**src/sv/tssc_pkg.sv**
```systemverilog
// Types, constants and CRC function for the scratchpad checker
package tssc_pkg;

   localparam int FRAME_BYTES_DEFAULT = 9;
   localparam logic [7:0] MAX_SLOTS_RESET = 8'd8;
   localparam logic [7:0] SLOT_LIMIT = 8'hFF;
   localparam logic [7:0] CRC_POLY = 8'h8C;

   localparam logic REQ_BYTE = 1'b0;
   localparam logic REQ_END_SCAN = 1'b1;

   localparam logic [1:0] ST_VALID = 2'd0;
   localparam logic [1:0] ST_CRC_BAD = 2'd1;
   localparam logic [1:0] ST_OVERFLOW = 2'd2;
   localparam logic [1:0] ST_DONE = 2'd3;

   typedef struct packed {
      logic       req_type;
      logic [7:0] data_byte;
   } item_type;

   typedef struct packed {
      logic [1:0]         status;
      logic signed [15:0] temperature;
      logic [7:0]         slot_index;
      logic [7:0]         sensor_count;
   } result_type;

   typedef struct packed {
      logic       overflowed;
      logic [7:0] slot_counter;
   } scan_type;

   function automatic logic [7:0] crc_update(input logic [7:0] crc, input logic [7:0] b);
      logic [7:0] c;
      c = crc ^ b;
      for (int k = 0; k < 8; k++) begin
         if (c[0]) begin
            c = (c >> 1) ^ CRC_POLY;
         end else begin
            c = c >> 1;
         end
      end
      return c;
   endfunction

endpackage

```
**src/sv/tssc_frame.sv**
```systemverilog
// Frame state, CRC check and result selection for one item
module tssc_frame #(
   parameter int FRAME_BYTES = tssc_pkg::FRAME_BYTES_DEFAULT
) (
   input  logic                 clock,
   input  logic                 reset,
   input  logic                 fire,
   input  tssc_pkg::item_type   item,
   input  logic [7:0]           max_slots,
   output logic                 has_result,
   output tssc_pkg::result_type result,
   output tssc_pkg::scan_type   scan
);

   localparam int PosW = $clog2(FRAME_BYTES);
   localparam logic [PosW-1:0] LastPos = PosW'(FRAME_BYTES - 1);

   logic [PosW-1:0] pos_ff, pos_in;
   logic [7:0]      crc_ff, crc_in;
   logic [7:0]      lo_ff, lo_in;
   logic [7:0]      hi_ff, hi_in;
   logic [7:0]      slot_ff, slot_in;
   logic            ovf_ff, ovf_in;
   logic [7:0]      slot_inc;
   logic [15:0]     raw;

   assign slot_inc = (slot_ff == tssc_pkg::SLOT_LIMIT) ? slot_ff : slot_ff + 8'd1;
   assign raw = {hi_ff, lo_ff};

   always_comb begin
      pos_in = pos_ff;
      crc_in = crc_ff;
      lo_in = lo_ff;
      hi_in = hi_ff;
      slot_in = slot_ff;
      ovf_in = ovf_ff;
      has_result = 1'b0;
      result = '0;
      if (item.req_type == tssc_pkg::REQ_END_SCAN) begin
         has_result = 1'b1;
         if (ovf_ff) begin
            result.status = tssc_pkg::ST_OVERFLOW;
         end else begin
            result.status = tssc_pkg::ST_DONE;
            result.sensor_count = slot_ff;
         end
         pos_in = '0;
         crc_in = '0;
         lo_in = '0;
         hi_in = '0;
         slot_in = '0;
         ovf_in = 1'b0;
      end else if (!ovf_ff) begin
         if (pos_ff != LastPos) begin
            if (pos_ff == PosW'(0)) begin
               lo_in = item.data_byte;
            end
            if (pos_ff == PosW'(1)) begin
               hi_in = item.data_byte;
            end
            crc_in = tssc_pkg::crc_update(crc_ff, item.data_byte);
            pos_in = pos_ff + PosW'(1);
         end else begin
            has_result = 1'b1;
            pos_in = '0;
            crc_in = '0;
            result.slot_index = slot_ff;
            if (crc_ff != item.data_byte) begin
               result.status = tssc_pkg::ST_CRC_BAD;
               slot_in = slot_inc;
            end else if (slot_ff < max_slots) begin
               result.status = tssc_pkg::ST_VALID;
               result.temperature = {raw[12:0], 3'b000};
               slot_in = slot_inc;
            end else begin
               result.status = tssc_pkg::ST_OVERFLOW;
               ovf_in = 1'b1;
            end
         end
      end
   end

   always_ff @(posedge clock) begin
      if (reset) begin
         pos_ff <= '0;
         crc_ff <= '0;
         lo_ff <= '0;
         hi_ff <= '0;
         slot_ff <= '0;
         ovf_ff <= 1'b0;
      end else if (fire) begin
         pos_ff <= pos_in;
         crc_ff <= crc_in;
         lo_ff <= lo_in;
         hi_ff <= hi_in;
         slot_ff <= slot_in;
         ovf_ff <= ovf_in;
      end
   end

   assign scan.overflowed = ovf_ff;
   assign scan.slot_counter = slot_ff;

endmodule

```
**config.mk**
```make
export PLATFORM = sky130hd
export DESIGN_NAME = tssc_frame
export DESIGN_NICKNAME = d
export VERILOG_FILES = /design/src/sv/tssc_pkg.sv /design/src/sv/tssc_frame.sv
export SDC_FILE = /design/constraint.sdc
export NUM_CORES = 1
export LEC_CHECK = 0
export BUFFER_PORTS_ARGS = -buffer_cell sky130_fd_sc_hd__buf_2
export CAP_MARGIN = 20
export CORE_ASPECT_RATIO = 0.8
export CORE_MARGIN = 5
export CORE_UTILIZATION = 25
export CTS_CLUSTER_DIAMETER = 30
export CTS_CLUSTER_SIZE = 12
export DETAILED_ROUTE_END_ITERATION = 8
export HOLD_SLACK_MARGIN = 0.08
export PLACE_DENSITY = 0.48
export SYNTH_ARGS = -nofsm -noshare
export SYNTH_HDL_FRONTEND = slang
export SYNTH_SLANG_ARGS = --single-unit
```
**constraint.sdc**
```tcl
create_clock -name clock -period 1.99 [get_ports clock]
set_input_delay 0.199 -clock clock [delete_from_list [all_inputs] [get_ports clock]]
set_output_delay 0.199 -clock clock [all_outputs]
set_load 0.005 [all_outputs]
```
==> impl_metrics.json <==
{
  "crit_type": "reg2out",
  "die_area_mm2": 0.0113,
  "skew_ns": 0.00404,
  "timing.final.ws_setup_ns": -0.260,
  "grt_max_degree": 27,
  "required_ns": 1.79,
  "powerDensity_mw_per_mm2": 623,
  "nets": 410,
  "rsz0062_at_grt": "true",
  "antenna_found_initial": 0,
  "io_pins": 64,
  "crit_chain": "xnor2_2, nand4_1, or4_4, and3b_2, buf_12, and2_1, buf_2",
  "core_area_mm2": 0.00904,
  "gp_congestion": 0.817,
  "rows": 31,
  "ir_drop_mv": 0.339,
  "synth_area_mm2": 0.00231,
  "finalCriticalPeriod_ns": 2.25,
  "syn2layout_area_growth_pct": 44.6,
  "crit_path_max_fanout": 13,
  "finalPower_mw": 2.08,
  "min_period_over_period_pct": 113,
  "grt.total_usage_pct": 12.2,
  "clock_sinks": 34,
  "slew_violations": 0,
  "vias_per_cell": 4.64,
  "syn_inst": 280,
  "ys_types": 51,
  "violations": "negative setup slack",
  "ys_seq_area_share_pct": 29.5,
  "route.detailed.drc": 0,
  "grt_pass1_wl_mm": 11.4,
  "run_status": "finished with violations",
  "htreeDepth": 2,
  "max_freq_mhz": 444,
  "num_antenna_cells": 0,
  "hp-class": "in2reg",
  "final_hold_viol_count": 0,
  "start_kind": "flop",
  "die_y_um": 95.9,
  "yosysWarnings": 0,
  "antenna_left": 0,
  "slowest_delay_ns": 0.48,
  "leakagePower_nw": 1.61,
  "critPathSlowestCell": "or4_4",
  "die_x_um": 117,
  "io_buffers": 60,
  "ys_ff_latch": 34,
  "dr_total_vias": 2295,
  "synthArstFlopShare_pct": 0,
  "drtPass1Iterations": 4,
  "avgSynthCellArea_um2": 8.24,
  "setup_viol": 16,
  "fin_area_mm2": 0.00333,
  "clk_path_buf_depth": 2,
  "layout_commonest_cell": "buf_2",
  "synth_flop_cell": "dfxtp_1",
  "routed_wirelength_mm": 7.03,
  "avgRoutedWirePerCell_um": 14.2,
  "drv_cap": 0,
  "insertion_delay_ns": 0.27,
  "hpwl_mm": 5.36,
  "path_clk_slew_ns": 0.06,
  "cts_tree": "built",
  "drt-initial-drc-count": 104,
  "cts-root-buf": "clkbuf_16",
  "first_global_vias": 2246,
  "cts-buffers-inserted": 5,
  "drive_above_1_share_pct": 40.5,
  "initial_core_util_pct": 25.5,
  "ctsHoldBuffers": 0,
  "cp_data_arrival_time_ns": 2.05,
  "overflow": 0,
  "final_cell_mix": "59 x buf_2, 47 x buf_4, 34 x nor2_1",
  "dpl_cell_area_mm2": 0.00303,
  "critPathCaptureType": "output pin",
  "synth_edf_count": 0
}
## cell type report
class | instances | area [um2]
Tap cell | 115 | 144
Clock buffer | 7 | 143
Fill cell | 956 | 5700
Inverter | 14 | 57.6
Clock inverter | 1 | 5.00
Timing Repair Buffer | 109 | 699
Sequential cell | 34 | 689
Multi-Input combinational cell | 215 | 1600
## cells by family (layout without fill, tap and decap cells)
kind of cell    after synthesis  after routing  synth area share [%]
flops                        34             34                  29.5
compound gates               48             48                  14.4
simple gates                122            122                  28.9
buf+inv                      33            131                  6.84
mux                          11             11                  4.78
other cells                   1              3                 0.163
xor+xnor                     20             20                  9.49
fa+ha+maj                    11             11                  5.97
## metal layers
layer	track usage (%)	up-vias	wire length [um]
met4	2.80	0	42
li1	-	1171	-
met5	0	-	0
met1	17.1	1090	3440
met3	1.76	2	196
met2	20.0	32	3350
## synth_stat cells, types with 7 or more instances
master	n	area, um2
nor2_1	35	131
nand2_1	12	45.0
a21oi_1	12	60.1
and3_1	11	68.8
clkbuf_1	11	41.3
nor2b_1	7	43.8
nand3_1	8	40.0
ha_1	11	138
and2_1	20	125
mux2i_1	11	110
a22oi_1	7	52.6
inv_1	13	48.8
dfxtp_1	34	681
xnor2_1	11	96.3
## per-stage QoR
step / setup WS, ns / utilization, % / hold slack [ns] / TNS, ns / instances
5_1_grt: -0.335 / 36.9 / 0.215 / -4.91 / 495
6_report: -0.260 / 36.9 / 0.203 / -3.47 / 495
3_3_place_gp: -0.130 / 33.5 / 0.465 / -0.950 / 483
3_5_place_dp: -0.194 / 33.5 / 0.475 / -1.50 / 483
4_1_cts: -0.267 / 35.9 / 0.196 / -3.41 / 494
2_1_floorplan: 0.0261 / - / 0.295 / 0 / 282
## power by group
group / switching [mW] / internal [mW]
Clock: 0.278 / 0.496
Sequential: 0.0295 / 0.722
Combinational: 0.258 / 0.295
Total: 0.565 / 1.51
## registers in the layout, summed over array words and instances, names as in the netlist
signal / cells
pos_ff: 4
ovf_ff: 1
lo_ff: 8
slot_ff: 8
crc_ff: 8
hi_ff: 5
## final timing paths
kind                                start                       to  slack, ns  cells after the start
setup / recovery   crc_ff[7]$_SDFFE_PP0P_               result[20]      -0.26                      7
hold / removal                       fire      ovf_ff$_SDFFE_PP0P_       0.20                      2
setup reg to reg  slot_ff[2]$_SDFFE_PP0P_  slot_ff[5]$_SDFFE_PP0P_      -0.04                      9
hold reg to reg     lo_ff[0]$_SDFFE_PP0P_    lo_ff[0]$_SDFFE_PP0P_       0.48                      2
## worst max-delay path: cells and delay by family, from the launching register on
family,cells,cell delay (ns)
and+or+nand+nor,4,1.03
DFF,1,0.33
buffers and inverters,2,0.24
xor gates and xnor gates,1,0.18
## timing repair
action / in CTS / in global routing
setup buffers: 3 / 1
pin swaps: 3 / 9
endpoints found under the setup margin: 20 / 28
resized for setup: 12 / 21
cloned: 0 / 0
Power figures use the tool's default switching activity.
